**config.mk**
```make
export PLATFORM = sky130hd
export DESIGN_NAME = vtp_div
export DESIGN_NICKNAME = d
export VERILOG_FILES = /design/src/sv/vtp_pkg.sv /design/src/sv/vtp_div.sv
export SDC_FILE = /design/constraint.sdc
export NUM_CORES = 2
export LEC_CHECK = 0
export ABC_AREA = 0
export BUFFER_PORTS_ARGS = -buffer_cell sky130_fd_sc_hd__buf_2
export CELL_PAD_IN_SITES_DETAIL_PLACEMENT = 0
export CELL_PAD_IN_SITES_GLOBAL_PLACEMENT = 1
export CORE_MARGIN = 3
export CORE_UTILIZATION = 50
export DETAILED_ROUTE_END_ITERATION = 12
export PLACE_DENSITY = 0.75
export SYNTH_ARGS = -nofsm -noshare
export SYNTH_HDL_FRONTEND = slang
export SYNTH_SLANG_ARGS = --single-unit
```
**constraint.sdc**
```tcl
create_clock -name i_clk -period 20.5 [get_ports i_clk]
set_clock_uncertainty 0.15 [all_clocks]
set_input_delay 3.075 -clock i_clk [delete_from_list [all_inputs] [get_ports i_clk]]
set_output_delay 3.075 -clock i_clk [all_outputs]
set_load 0.005 [all_outputs]
```
**src/sv/vtp_pkg.sv**
```systemverilog
// Shared types and constants for the vertex transform and projection pipeline.
package vtp_pkg;

    localparam int CAM_W  = 19;
    localparam int NUM_W  = 34;
    localparam int MAG_W  = 33;
    localparam int DEN_W  = 20;
    localparam int QUO_W  = 16;
    localparam int DIV_STAGES = QUO_W;

    localparam logic [1:0] ST_OK   = 2'd0;
    localparam logic [1:0] ST_ZNEG = 2'd1;
    localparam logic [1:0] ST_SAT  = 2'd2;

    localparam logic [2:0] REG_COL_X  = 3'd0;
    localparam logic [2:0] REG_COL_Y  = 3'd1;
    localparam logic [2:0] REG_COL_Z  = 3'd2;
    localparam logic [2:0] REG_VIEW_W = 3'd3;
    localparam logic [2:0] REG_VIEW_H = 3'd4;

    localparam logic [63:0] RST_COL_X  = 64'h0000_0000_0000_4000;
    localparam logic [63:0] RST_COL_Y  = 64'h0000_0000_4000_0000;
    localparam logic [63:0] RST_COL_Z  = 64'h0000_4000_0000_0000;
    localparam logic [12:0] RST_VIEW_W = 13'd800;
    localparam logic [12:0] RST_VIEW_H = 13'd600;

    typedef struct packed {
        logic [63:0] col_x;
        logic [63:0] col_y;
        logic [63:0] col_z;
        logic [12:0] view_w;
        logic [12:0] view_h;
    } t_cfg;

    typedef struct packed {
        logic signed [15:0] vx;
        logic signed [15:0] vy;
        logic signed [15:0] vz;
        logic               last;
    } t_vtx;

    typedef struct packed {
        logic signed [CAM_W-1:0] cx;
        logic signed [CAM_W-1:0] cy;
        logic signed [CAM_W-1:0] cz;
        logic                    last;
    } t_cam;

    // one divider lane: partial remainder, quotient bits, sign, overflow
    typedef struct packed {
        logic [MAG_W-1:0] rem;
        logic [QUO_W-1:0] quo;
        logic             neg;
        logic             ovf;
    } t_lane;

    typedef struct packed {
        t_lane                   lx;
        t_lane                   ly;
        logic [DEN_W-1:0]        den;
        logic signed [CAM_W-1:0] cz;
        logic                    last;
    } t_divw;

endpackage

```
**src/sv/vtp_div.sv**
```systemverilog
// Pipelined restoring divider, one quotient bit per stage, two lanes sharing a denominator.
module vtp_div import vtp_pkg::*; (
    input  logic  i_clk,
    input  logic  i_rst_n,
    input  logic  i_valid,
    output logic  o_ready,
    input  t_divw i_data,
    output logic  o_valid,
    input  logic  i_ready,
    output t_divw o_data
);

    logic [DIV_STAGES-1:0] r_vld;
    t_divw                 r_stg [DIV_STAGES];
    logic [DIV_STAGES:0]   w_rdy;

    function automatic t_lane f_step(input t_lane l, input logic [DEN_W-1:0] den,
                                     input logic [3:0] sh);
        logic [DEN_W+QUO_W-1:0] trial;
        t_lane                  res;
        res   = l;
        trial = (DEN_W+QUO_W)'(den) << sh;
        if ((DEN_W+QUO_W)'(l.rem) >= trial) begin
            res.rem     = l.rem - trial[MAG_W-1:0];
            res.quo[sh] = 1'b1;
        end
        return res;
    endfunction

    assign w_rdy[DIV_STAGES] = i_ready;
    assign o_ready           = w_rdy[0];
    assign o_valid           = r_vld[DIV_STAGES-1];
    assign o_data            = r_stg[DIV_STAGES-1];

    for (genvar s = 0; s < DIV_STAGES; s++) begin : g_stage
        t_divw w_in;
        logic  w_vin;
        t_divw n_stg;

        if (s == 0) begin : g_first
            assign w_in  = i_data;
            assign w_vin = i_valid;
        end else begin : g_next
            assign w_in  = r_stg[s-1];
            assign w_vin = r_vld[s-1];
        end

        assign w_rdy[s] = !r_vld[s] || w_rdy[s+1];

        always_comb begin
            n_stg    = w_in;
            n_stg.lx = f_step(w_in.lx, w_in.den, 4'(DIV_STAGES-1-s));
            n_stg.ly = f_step(w_in.ly, w_in.den, 4'(DIV_STAGES-1-s));
        end

        always_ff @(posedge i_clk) begin
            if (!i_rst_n) begin
                r_vld[s] <= 1'b0;
            end else if (w_rdy[s]) begin
                r_vld[s] <= w_vin;
            end
        end

        always_ff @(posedge i_clk) begin
            if (w_rdy[s] && w_vin) begin
                r_stg[s] <= n_stg;
            end
        end
    end

endmodule

```
---- Word-level counts from Yosys, hierarchy flattened ----
Memory sizes are Yosys's and may differ from the RTL's.
Cells that the tools add are included.
cells by class
  mux-type cells .......................... 94
  magnitude comparators ................... 32
  add/subtract/negate cells ............... 32
  reductions and logical operators ........ 48
operators by type and width
  cell              count
  $mux W33          30
  $sub A33 B33 Y33  6
  $ge A33 B35 Y1    2
  $ge A33 B34 Y1    2
  $mux W34          2
  $ge A33 B20 Y1    2
  $ge A33 B21 Y1    2
  $ge A33 B22 Y1    2
  $ge A33 B23 Y1    2
  $ge A33 B24 Y1    2
  $ge A33 B25 Y1    2
  $ge A33 B26 Y1    2
  $ge A33 B27 Y1    2
  $ge A33 B28 Y1    2
  $ge A33 B29 Y1    2
  $ge A33 B30 Y1    2
  $ge A33 B31 Y1    2
  $ge A33 B32 Y1    2
  $ge A33 B33 Y1    2
  $sub A33 B20 Y33  2
  $sub A33 B21 Y33  2
  $sub A33 B22 Y33  2
  $sub A33 B23 Y33  2
  $sub A33 B24 Y33  2
  other kinds (12)  126
word-level totals
  RAM bits ................................ 2272
  output and inout bits ................... 144
  input port bits ......................... 146
  memories ................................ 1
  flip-flop bits (word level) ............. 16
  word-level logic and storage cells ...... 223
memory list
  memory  words  bits a word  rd ports  clocked after memory_dff  write ports  line           RTL
  r_stg   16     142          16        0                         16           vtp_div.sv:14  t_divw r_stg [DIV_STAGES];

---- Depth between registers and ports, before layout ----
  word-level depth ........................ 20
  depth in mapped cells ................... 14
  gate-level depth less buffers ........... 12

---- Worst setup path after synthesis ----
OpenSTA, ideal clock, no wires.
  path kind ............................... input to register
  start point ............................. in i_ready
  end point ............................... mem r_stg[0][852] in the netlist's numbering, enable pin
  path slack .............................. 5.238 ns
  required time ........................... 19.489 ns
  library setup time ...................... 0.861 ns
  buffers on the path ..................... 0
  arrival ................................. 14.252 ns
  cell stages on the path ................. 6
  cells stage by stage .................... nor2b_1 > and3_1 > and3_1 > and3_1 > and3_1 > a21boi_0
RTL lines
  element             line           RTL
  start: declaration  vtp_div.sv:9   input logic i_ready,
  end: declaration    vtp_div.sv:14

---- Worst setup path after layout ----
  start point ............................. in i_ready
  end point ............................... out o_ready
on the way
  longest elaborated chain between the ends .. 16
ends and longest elaborated chain
  element                            line           RTL
  $logic_or A1 B1 Y1 (16 in series)  vtp_div.sv:48  assign w_rdy[s] = !r_vld[s] || w_rdy[s+1];
  end: declaration                   vtp_div.sv:6   output logic o_ready,
No other way between the ends.

==> results_dict.tcl <==
set metrics [dict create \
    grt_max_degree 128 \
    synth_edf_count 2272 \
    grt-ovfl-total 0 \
    cts_buffers 233 \
    peakVddDrop_v 0.0000753 \
    drc 0 \
    antenna_found_initial 11 \
    io-pin-count 290 \
    setup_tns_ns 0 \
    grt_pass1_vias 68500 \
    grt_usage_pct 24.4 \
    viasPerCell 5.66 \
    synth_compound_area_share_pct 11.4 \
    synth_area_leaders "edfxtp_1 (62%), ha_1 (7.2%), xnor2_1 (2.8%)" \
    synthDistinctLibCells 97 \
    drt.antenna.violating_nets 0 \
    drt_iter0_markers 5135 \
    nets 9916 \
    cts_sinks 2288 \
    hold_viol_final 0 \
    synthesis.nets 9482 \
    yosysTopAreaCell "edfxtp_1" \
    max_slew_margin_pct 14.6 \
    crit_type "in -> out" \
    wl_per_cell_um 22.9 \
    startpoint_type "input port" \
    worstPathArrival_ns 5.27 \
    synth_ff_type "edfxtp_1" \
    drive_above_1_share_pct 10.6 \
    dr_total_vias 69400 \
    synth.avg_cell_area_um2 12.8 \
    hold_path.class "reg -> reg" \
    portBuffers 289 \
    cts_root_buf "clkbuf_16" \
    synth_area_mm2 0.111 \
    clk_pin_slew_worst_paths_ns 0.06 \
    critPathMaxFanout 5 \
    async_reset_ff_share_pct 0 \
    cp.required_ns 17.28 \
    clkPwrFrac_pct 43.3 \
    period_needed_ns 8.50 \
    rsz0062_at_grt "false" \
    holdBufCountCts 0 \
    initial_core_util_pct 50.4 \
    synth_cells 8670 \
    worstSkewPairLatency_ns 0.85 \
    synth_seq_cells 2288 \
    clk_path_buf_depth 3 \
    cts_setup_buffers 0 \
    fin_crit_sh_pct 41.5 \
    grt_pass1_wl_mm 422 \
    synth_top_area_share_pct 61.6 \
    cp-end-kind "primary output" \
    first_pass_iters 6 \
    die_w_um 477 \
    dp.final_hpwl_mm 220 \
    pwr-share-seq_pct 52.5 \
    drt-total-wl_mm 281 \
    comb_power_share_pct 4.2 \
    synth.yosys.seq_area_share_pct 61.9 \
    htreeDepth 4 \
    p_int_uw 7800 \
    die_y_um 477 \
    gp_congestion 0.928 \
    die_area_mm2 0.227 \
    worst_pin_slew_ns 1.27 \
    postCtsResizedCells 0 \
    synth-simple-area-share_pct 9.75 \
    synth_top_family_by_area "compound AO/OA/AOI/OAI gates" \
    setup_viol 0 \
    syn_to_final_growth_pct 11.9 \
    yosys_warnings 0 \
    p_sw_share_pct 21.1 \
    cellPowerDensity_mw_per_mm2 79.7 \
    yosys-mux-area-fraction_pct 1.83 \
    coreArea_mm2 0.220 \
    drv_slew 0 \
    tritoncts "yes" \
    maxCapViolCount 0 \
    synth_xor_area_share_pct 5.16 \
    synth_fa_ha_area_share_pct 7.74 \
    p_leak_uw 0.0446 \
    synth_most_common_cell "edfxtp_1" \
    finalPower_uw 9890 \
    fmax_ghz 0.118 \
    num-fill-cells 18100 \
    status "finished, final reports clean" \
    fp-row-count 172 \
    switchingPower_uw 2090 \
    yosys-top-cells-count "edfxtp_1 (2,272), nand2_1 (648), ha_1 (634)" \
]
-- power by group through the flow --
stage | Sequential [uW] | Combinational (uW) | Clock, uW
floorplan | 5280 | 289 | 0
global placement | 5290 | 408 | 0
detailed placement | 5290 | 413 | 0
CTS | 5190 | 416 | 4380
global route | 5190 | 458 | 4570
finish | 5190 | 417 | 4280
-- layer usage --
metal  vias to the layer above  global-route usage (%)  wire, um
li1                      33500                       -         -
met1                     33900                    30.5    116000
met2                      1632                    43.7    144000
met3                       418                    2.97     11200
met4                         4                    8.50     10100
met5                         -                       0        30
-- worst max-delay path, cell delays in order --
cell,delay [ns]
buf_2,0.10
nor2b_1,0.28
and3_1,0.39
and3_1,0.34
and2_1,0.42
and4_1,0.42
nand2_1,0.11
buf_2,0.14
-- path summary, 6_finish.rpt --
check | from | end | slack [ns] | depth (start not counted)
max | i_ready | o_ready | 12.00 | 8
min | r_stg[1][581]$_DFFE_PP_ | r_stg[1][723]$_DFFE_PP_ | 0.26 | 0
max reg2reg | o_valid$_SDFFE_PN0P_ | r_stg[0][377]$_DFFE_PP_ | 15.81 | 10
min reg2reg | r_stg[1][581]$_DFFE_PP_ | r_stg[1][723]$_DFFE_PP_ | 0.26 | 0
-- cells by family (layout without fill, tap and decap cells) --
logic type               count (synthesis)  after routing
flip-flops                            2288           2288
AND/OR/NAND/NOR                       2188           2188
AO/OA/AOI/OAI                         2038           2038
adder cells (fa/ha/maj)                666            666
buffers and inverters                  654           1287
XOR/XNOR                               653            653
multiplexers                           183            183
other                                    0              2
-- flip-flops by register name, indices dropped and copies added, names as in the netlist --
register / cells
g_stage.w_vin: 15
r_stg: 2272
o_valid: 1
-- through the flow --
step / worst slack, ns / hold slack (ns) / area, um^2 / util [%] / cells
2_1_floorplan: 5.24 / 0.250 / 111000 / - / 8670
3_3_place_gp: 12.08 / 0.250 / 116000 / 52.8 / 11800
3_5_place_dp: 12.02 / 0.255 / 116000 / 52.8 / 11800
4_1_cts: 12.03 / 0.261 / 124000 / 56.4 / 12300
5_1_grt: 11.87 / 0.263 / 124000 / 56.4 / 12300
6_report: 12.00 / 0.262 / 124000 / 56.4 / 12300
-- cell usage in the layout (no fill, tap or decap), drive strengths merged, types with 32 or more instances in the layout --
cell type / instances
nor4: 108
clkinv: 96
buf: 344
o21a: 111
nor3: 165
nor2b: 108
xor2: 298
a21oi: 604
nand4: 93
o21ai: 582
a31oi: 70
xnor2: 355
fa: 32
or3: 64
nand3: 126
a211oi: 59
ha: 634
nor2: 488
o211ai: 41
o21bai: 60
or2: 39
clkbuf: 279
a21o: 232
o31ai: 59
nand2b: 139
nand2: 648
inv: 520
and3: 56
mux2: 160
edfxtp: 2272
-- cell type report --
type | count | area (um^2) | area share (%)
flip-flops and latches | 2288 | 68500 | 55.3
multi-input cells | 5728 | 40100 | 32.3
clock buffers | 279 | 6120 | 4.94
well taps | 2958 | 3700 | 2.99
inverters | 509 | 1910 | 1.54
repair buffers | 344 | 1900 | 1.53
clock inverters | 155 | 1720 | 1.39
diodes | 2 | 5.00 | 0.00404
(Power assumes the default switching activity.)
