<file path="src/sv/vtp_pkg.sv">
// Shared types and constants for the vertex transform and projection pipeline.
package vtp_pkg;

    localparam int CAM_W  = 19;
    localparam int NUM_W  = 34;
    localparam int MAG_W  = 33;
    localparam int DEN_W  = 20;
    localparam int QUO_W  = 16;
    localparam int DIV_STAGES = QUO_W;

    localparam logic [1:0] ST_OK   = 2'd0;
    localparam logic [1:0] ST_ZNEG = 2'd1;
    localparam logic [1:0] ST_SAT  = 2'd2;

    localparam logic [2:0] REG_COL_X  = 3'd0;
    localparam logic [2:0] REG_COL_Y  = 3'd1;
    localparam logic [2:0] REG_COL_Z  = 3'd2;
    localparam logic [2:0] REG_VIEW_W = 3'd3;
    localparam logic [2:0] REG_VIEW_H = 3'd4;

    localparam logic [63:0] RST_COL_X  = 64'h0000_0000_0000_4000;
    localparam logic [63:0] RST_COL_Y  = 64'h0000_0000_4000_0000;
    localparam logic [63:0] RST_COL_Z  = 64'h0000_4000_0000_0000;
    localparam logic [12:0] RST_VIEW_W = 13'd800;
    localparam logic [12:0] RST_VIEW_H = 13'd600;

    typedef struct packed {
        logic [63:0] col_x;
        logic [63:0] col_y;
        logic [63:0] col_z;
        logic [12:0] view_w;
        logic [12:0] view_h;
    } t_cfg;

    typedef struct packed {
        logic signed [15:0] vx;
        logic signed [15:0] vy;
        logic signed [15:0] vz;
        logic               last;
    } t_vtx;

    typedef struct packed {
        logic signed [CAM_W-1:0] cx;
        logic signed [CAM_W-1:0] cy;
        logic signed [CAM_W-1:0] cz;
        logic                    last;
    } t_cam;

    // one divider lane: partial remainder, quotient bits, sign, overflow
    typedef struct packed {
        logic [MAG_W-1:0] rem;
        logic [QUO_W-1:0] quo;
        logic             neg;
        logic             ovf;
    } t_lane;

    typedef struct packed {
        t_lane                   lx;
        t_lane                   ly;
        logic [DEN_W-1:0]        den;
        logic signed [CAM_W-1:0] cz;
        logic                    last;
    } t_divw;

endpackage

</file>
<file path="src/sv/vtp_numer.sv">
// Projection numerators and denominator, sign/magnitude split, quotient overflow check.
module vtp_numer import vtp_pkg::*; (
    input  logic i_clk,
    input  logic i_rst_n,
    input  logic i_valid,
    output logic o_ready,
    input  t_cam i_data,
    input  t_cfg i_cfg,
    output logic o_valid,
    input  logic i_ready,
    output t_divw o_data
);

    logic signed [13:0]       w_h;
    logic signed [13:0]       w_w;
    logic signed [DEN_W-1:0]  w_d;
    logic signed [NUM_W-1:0]  n_prod_x;
    logic signed [NUM_W-1:0]  n_wcz;
    logic signed [NUM_W-1:0]  n_prod_y;

    logic                     r_vld_c;
    logic signed [NUM_W-1:0]  r_prod_x;
    logic signed [NUM_W-1:0]  r_wcz;
    logic signed [NUM_W-1:0]  r_prod_y;
    logic [DEN_W-1:0]         r_den_c;
    logic signed [CAM_W-1:0]  r_cz_c;
    logic                     r_last_c;

    logic signed [NUM_W-1:0]  w_num_x;
    t_lane                    n_lx;
    t_lane                    n_ly;

    logic                     r_vld_d;
    t_lane                    r_lx;
    t_lane                    r_ly;
    logic [DEN_W-1:0]         r_den_d;
    logic signed [CAM_W-1:0]  r_cz_d;
    logic                     r_last_d;

    logic [DEN_W+QUO_W-1:0]   w_lim;
    t_divw                    n_out;
    t_divw                    r_out;
    logic                     r_vld_e;

    logic                     w_rdy_c;
    logic                     w_rdy_d;
    logic                     w_rdy_e;

    assign w_rdy_e = !r_vld_e || i_ready;
    assign w_rdy_d = !r_vld_d || w_rdy_e;
    assign w_rdy_c = !r_vld_c || w_rdy_d;
    assign o_ready = w_rdy_c;
    assign o_valid = r_vld_e;
    assign o_data  = r_out;

    // x numerator: cx*H + W*cz ; y numerator: H*(cz - cy) ; denominator 2*cz
    assign w_h      = $signed({1'b0, i_cfg.view_h});
    assign w_w      = $signed({1'b0, i_cfg.view_w});
    assign w_d      = DEN_W'($signed(i_data.cz)) - DEN_W'($signed(i_data.cy));
    assign n_prod_x = $signed(i_data.cx) * w_h;
    assign n_wcz    = $signed(i_data.cz) * w_w;
    assign n_prod_y = w_d * w_h;

    assign w_num_x = r_prod_x + r_wcz;

    always_comb begin
        n_lx     = '0;
        n_ly     = '0;
        n_lx.neg = w_num_x[NUM_W-1];
        n_ly.neg = r_prod_y[NUM_W-1];
        n_lx.rem = n_lx.neg ? MAG_W'(-w_num_x) : MAG_W'(w_num_x);
        n_ly.rem = n_ly.neg ? MAG_W'(-r_prod_y) : MAG_W'(r_prod_y);
    end

    // quotient of 2^16 or more cannot fit the divider
    assign w_lim = {r_den_d, {QUO_W{1'b0}}};

    always_comb begin
        n_out        = '0;
        n_out.lx     = r_lx;
        n_out.ly     = r_ly;
        n_out.lx.ovf = (DEN_W+QUO_W)'(r_lx.rem) >= w_lim;
        n_out.ly.ovf = (DEN_W+QUO_W)'(r_ly.rem) >= w_lim;
        n_out.den    = r_den_d;
        n_out.cz     = r_cz_d;
        n_out.last   = r_last_d;
    end

    always_ff @(posedge i_clk) begin
        if (!i_rst_n) begin
            r_vld_c <= 1'b0;
            r_vld_d <= 1'b0;
            r_vld_e <= 1'b0;
        end else begin
            if (w_rdy_c) r_vld_c <= i_valid;
            if (w_rdy_d) r_vld_d <= r_vld_c;
            if (w_rdy_e) r_vld_e <= r_vld_d;
        end
    end

    always_ff @(posedge i_clk) begin
        if (w_rdy_c && i_valid) begin
            r_prod_x <= n_prod_x;
            r_wcz    <= n_wcz;
            r_prod_y <= n_prod_y;
            r_den_c  <= {i_data.cz[CAM_W-1:0], 1'b0};
            r_cz_c   <= i_data.cz;
            r_last_c <= i_data.last;
        end
        if (w_rdy_d && r_vld_c) begin
            r_lx     <= n_lx;
            r_ly     <= n_ly;
            r_den_d  <= r_den_c;
            r_cz_d   <= r_cz_c;
            r_last_d <= r_last_c;
        end
        if (w_rdy_e && r_vld_d) begin
            r_out <= n_out;
        end
    end

endmodule

</file>
<file path="config.mk">
export PLATFORM = sky130hd
export DESIGN_NAME = vtp_numer
export DESIGN_NICKNAME = d
export VERILOG_FILES = /design/src/sv/vtp_pkg.sv /design/src/sv/vtp_numer.sv
export SDC_FILE = /design/constraint.sdc
export NUM_CORES = 2
export LEC_CHECK = 0
export BUFFER_PORTS_ARGS = -buffer_cell sky130_fd_sc_hd__buf_4
export CAP_MARGIN = 20
export CORE_ASPECT_RATIO = 0.5
export CORE_MARGIN = 3
export CORE_UTILIZATION = 45
export CTS_BUF_LIST = sky130_fd_sc_hd__clkbuf_4 sky130_fd_sc_hd__clkbuf_8
export CTS_CLUSTER_SIZE = 12
export DETAILED_ROUTE_END_ITERATION = 8
export PLACE_DENSITY_LB_ADDON = 0.25
export SETUP_SLACK_MARGIN = 0.15
export SYNTH_ARGS = -nofsm -noshare
export SYNTH_HDL_FRONTEND = slang
export SYNTH_SLANG_ARGS = --single-unit
</file>
<file path="constraint.sdc">
create_clock -name i_clk -period 9.45 [get_ports i_clk]
set_input_delay 1.89 -clock i_clk [delete_from_list [all_inputs] [get_ports i_clk]]
set_output_delay 1.89 -clock i_clk [all_outputs]
set_load 0.1 [all_outputs]
</file>
# Word level (Yosys, flattened, before mapping)
# Cells that the tools add are included.
[totals]
in_bits = 280
wordCells = 42
reg_bits = 303
output_inout_bits = 144
[op_classes]
add_sub_neg = 4
mul = 3
n_mux = 2
order_cmp = 2
n_reduce_logical = 9
[ops]
columns = ["op", "count"]
rows = [
  ["$ge 33x36->1", 2],
  ["$mul 19x14->33", 2],
  ["$mux 33", 2],
  ["$neg 33->33", 2],
  ["$add 34x34->34", 1],
  ["$mul 20x14->34", 1],
  ["$sub 19x19->20", 1],
  ["$logic_and 1x1->1", 3],
  ["$logic_not 1->1", 3],
  ["$logic_or 1x1->1", 3],
]

# Longest topological paths before layout
[depth]
ltp_word = 5
depth_mapped = 39
depth_no_buf = 37

# Worst setup path before layout
# No wires, ideal clock.
[synth_path]
path_type = "input to register"
from = "input port i_data[1] (netlist name)"
to = "register r_prod_y[31], data pin"
t_required_ns = 9.192
path_stages = 36
setup_slack_ns = -0.603
n_path_buf = 2
t_arrival_ns = 9.795
setup_ns = 0.258
cell_sequence = "buf_1 -> inv_1 -> ha_1 -> inv_1 -> fa_1 -> a21o_1 -> a21oi_1 -> o21bai_1 -> a21oi_1 -> o21ai_0 -> a21oi_1 -> a21oi_1 -> a41o_1 -> o41ai_1 -> xnor2_1 -> clkbuf_1 -> and2_1 -> fa_1 -> inv_1 -> fa_1 -> inv_1 -> fa_1 -> fa_1 -> fa_1 -> inv_1 -> fa_1 -> inv_1 -> ha_1 -> o21a_1 -> o21ai_0 -> or4_1 -> o21ba_2 -> a311oi_1 -> a31o_2 -> a21oi_1 -> xnor2_1"
[synth_between]
elab_chain_cells = 2
[synth_lines]
columns = ["element", "line_no", "text"]
rows = [
  ["start, declared", "vtp_numer.sv:7", "input t_cam i_data,"],
  ["$sub 19x19->20", "vtp_numer.sv:59", "assign w_d = DEN_W'($signed(i_data.cz)) - DEN_W'($signed(i_data.cy));"],
  ["$mul 20x14->34", "vtp_numer.sv:62", "assign n_prod_y = w_d * w_h;"],
  ["net n_prod_y[31]", "vtp_numer.sv:19", "logic signed [NUM_W-1:0] n_prod_y;"],
  ["end signal, assigned", "vtp_numer.sv:105", "r_prod_y <= n_prod_y;"],
  ["end, declared", "vtp_numer.sv:24", "logic signed [NUM_W-1:0] r_prod_y;"],
]
# The timed path passes the listed nets, and every way through them passes these cells.
# A chain may end at the register's enable or synchronous reset.

# Worst setup path in the final report
# Ends and elaborated chain as after synthesis.

==> flow_summary_export.csv <==
group,metric,value,unit
global_route,grt_pass1_wl,170,mm
critical_path,critPathMostFrequentCell,"fa_1",
clocking,cts_buffer_depth,3,
floorplan,coreArea,0.0917,mm^2
placement,io_buffers,198,
critical_path,cp_slowest_cell,"fa_1",
synth,yosys.area.top_type,"fa_1",
critical_path,worst_path_largest_cell_delay,560,ps
critical_path,arrival,9600,ps
sta,maxSlewViolCount,0,
sta,fin_skew,42.9,ps
drt,drc_errors,0,
synth,syn-cell-area,0.0421,mm^2
clocking,holdBufCountCts,0,
sta,worst_pin_slew,1080,ps
clocking,cts_buffers,46,
critical_path,cp.required,9800,ps
synth,avgSynthCellArea,10.0,um^2
synth,ys_warn_count,0,
drt,drt-total-wl,106,mm
sta,max_slew_margin,28.0,%
min_path,hold_path.class,"flop to flop",
synth,synth_top_area_share,34.1,%
global_route,grtUsageTotal,22.0,%
finish,areaGrowthSynthToFinish,11.3,%
finish,final_common_cell,"inv_1",
drt,initialDrtViolationCount,2007,
synth,async_reset_ff_share,0,%
placement,place.gp.congestion,0.907,
critical_path,critPathMaxFanout,5,
synth,ys.flop_type,"edfxtp_1",
sta,max_freq,0.108,GHz
sta,fin_crit,9250,ps
outcome,status,"finished clean",
placement,placed_cell_area,0.0458,mm^2
drt,ant_nets,0,
global_route,grt_max_degree,83,
floorplan,io-pin-count,424,
drt,wl_per_cell,18.5,um
floorplan,die_w,439,um
critical_path,endpoint_kind,"flop",
clocking,root_buffer,"clkbuf_8",
synth,synth_seq_cells,301,
clocking,h-tree-depth,2,
sta,rsz0062_at_grt,"yes",
critical_path,critPathBufInv,8,
critical_path,criticalPathCategory,"input port to flop",
clocking,clkSlewWorstSetupHoldPaths,70,ps
synth,synth_cell_type_count,79,
sta,fin_crit_sh,97.9,%
floorplan,die_h,222,um
finish,fin_area,0.0469,mm^2
global_route,grt_pass1_vias,31300,
critical_path,start_kind,"input port",
synth,netlist_instances,4200,
finish,final_util,51.1,%
global_route,gr-total-overflow,0,
sta,finalSetupViolations,0,
floorplan,row_count,78,
global_route,antenna_found_initial,13,
critical_path,path_delay_family,"adder cells",
placement,dp_hpwl,87.9,mm
floorplan,initial_utilization,45.9,%
floorplan,dieArea,0.0976,mm^2
finish,seq_area,0.00901,mm^2
finish,drive_above_1_share,11.4,%
drt,via_per_inst,5.18,
synth,synth_seq_area_share,21.4,%
clocking,clk_latency,610,ps
run,cap_violations,0,
finish,multi_input_area,0.0295,mm^2
drt,vias,29700,
sta,hold_viol,0,
synth,yosys-top-cells-area,"fa_1, edfxtp_1, ha_1, inv_1, and2_1",
finish,final_cell_mix,"inv_1, fa_1, nand2_1, and2_1, buf_4",
finish,fillCellCount,8345,
clocking,cts_tree,"yes",
clocking,cts.sinks,301,
synth,synth_edf_count,298,
finish,nNetsFinal,5772,
drt,first_pass_iters,5,
## worst paths after layout
path | start | to | slack [ps] | cells after the start
worst max-delay path | i_data[1] | r_prod_y[31] | 200 | 36
worst min register to register | r_cz_c[4] | r_den_d[5] | 390 | 0
worst max register to register | r_wcz[0] | n_out[138] | 4750 | 12
worst min-delay path | r_cz_c[4] | r_den_d[5] | 390 | 0
## stage by stage
| stage | setup TNS, ps | cells | hold WS (ps) | setup WS (ps) |
|---|---|---|---|---|
| final | 0 | 5727 | 387 | 200 |
| after global placement | -2220 | 5632 | 403 | -422 |
| after global routing | -46.2 | 5726 | 373 | -19.9 |
| after CTS | 0 | 5718 | 385 | 199 |
| after detailed placement | -3100 | 5632 | 405 | -517 |
| after floorplan | -111 | 4232 | 400 | -111 |
## synthesized netlist by cell type (all sizes together), types with 6 or more instances
library cell	n
a21boi	8
o31ai	17
and3	19
a31oi	14
a21oi	145
or4	7
ha	328
nand2	455
nand2b	25
inv	825
and2	378
nand4	13
or2	10
nor3	30
o22ai	6
o211ai	11
o21a	32
edfxtp	298
nand3	33
nor3b	6
o21ai	79
or3	15
nor2	121
a211oi	16
o21bai	19
xor2	42
fa	718
buf	62
xnor2	163
a21o	49
nor4	14
nor2b	29
clkbuf	137
## layer usage
| metal | global-route usage [%] | wire (um) |
|---|---|---|
| met5 | 0 | 67 |
| met3 | 3.69 | 7270 |
| met2 | 35.0 | 48800 |
| met1 | 31.6 | 47800 |
| met4 | 5.00 | 2200 |
## timing repair
| action | 4_1_cts | 5_1_grt |
|---|---|---|
| buffers inserted | 0 | 5 |
| setup endpoints to repair | 3 | 8 |
| resized for setup | 0 | 34 |
| pin swaps | 2 | 29 |
| gates cloned | 0 | 1 |
## registers in the layout, indices dropped and copies added, names as in the netlist, 19 cells and up
register,flops
o_data,90
n_out,68
r_prod_y,34
r_prod_x,33
r_wcz,33
r_cz_c,19
r_den_d,19
## area by class of cell
cell class,instances,area share (%)
clock buffer,66,1.70
antenna,3,0.0160
multi-input combinational,2907,62.8
clock inverter,20,0.312
sequential,301,19.2
timing repair buffer,365,6.03
inverter,825,6.63
tap,1240,3.31
## cells by family after synthesis
kind of cell	share of synthesized area (%)
and+or+nand+nor	14.0
adders and majority gates	43.8
buffers and inverters	9.59
AOI/OAI and AO/OA	6.93
DFF	21.4
xor gates and xnor gates	4.26
other	0.00890
muxes	0.0238
Power is left out: the tool's default activity adds up to more than one toggle a clock period on the data nets, which glitch-free logic cannot reach.
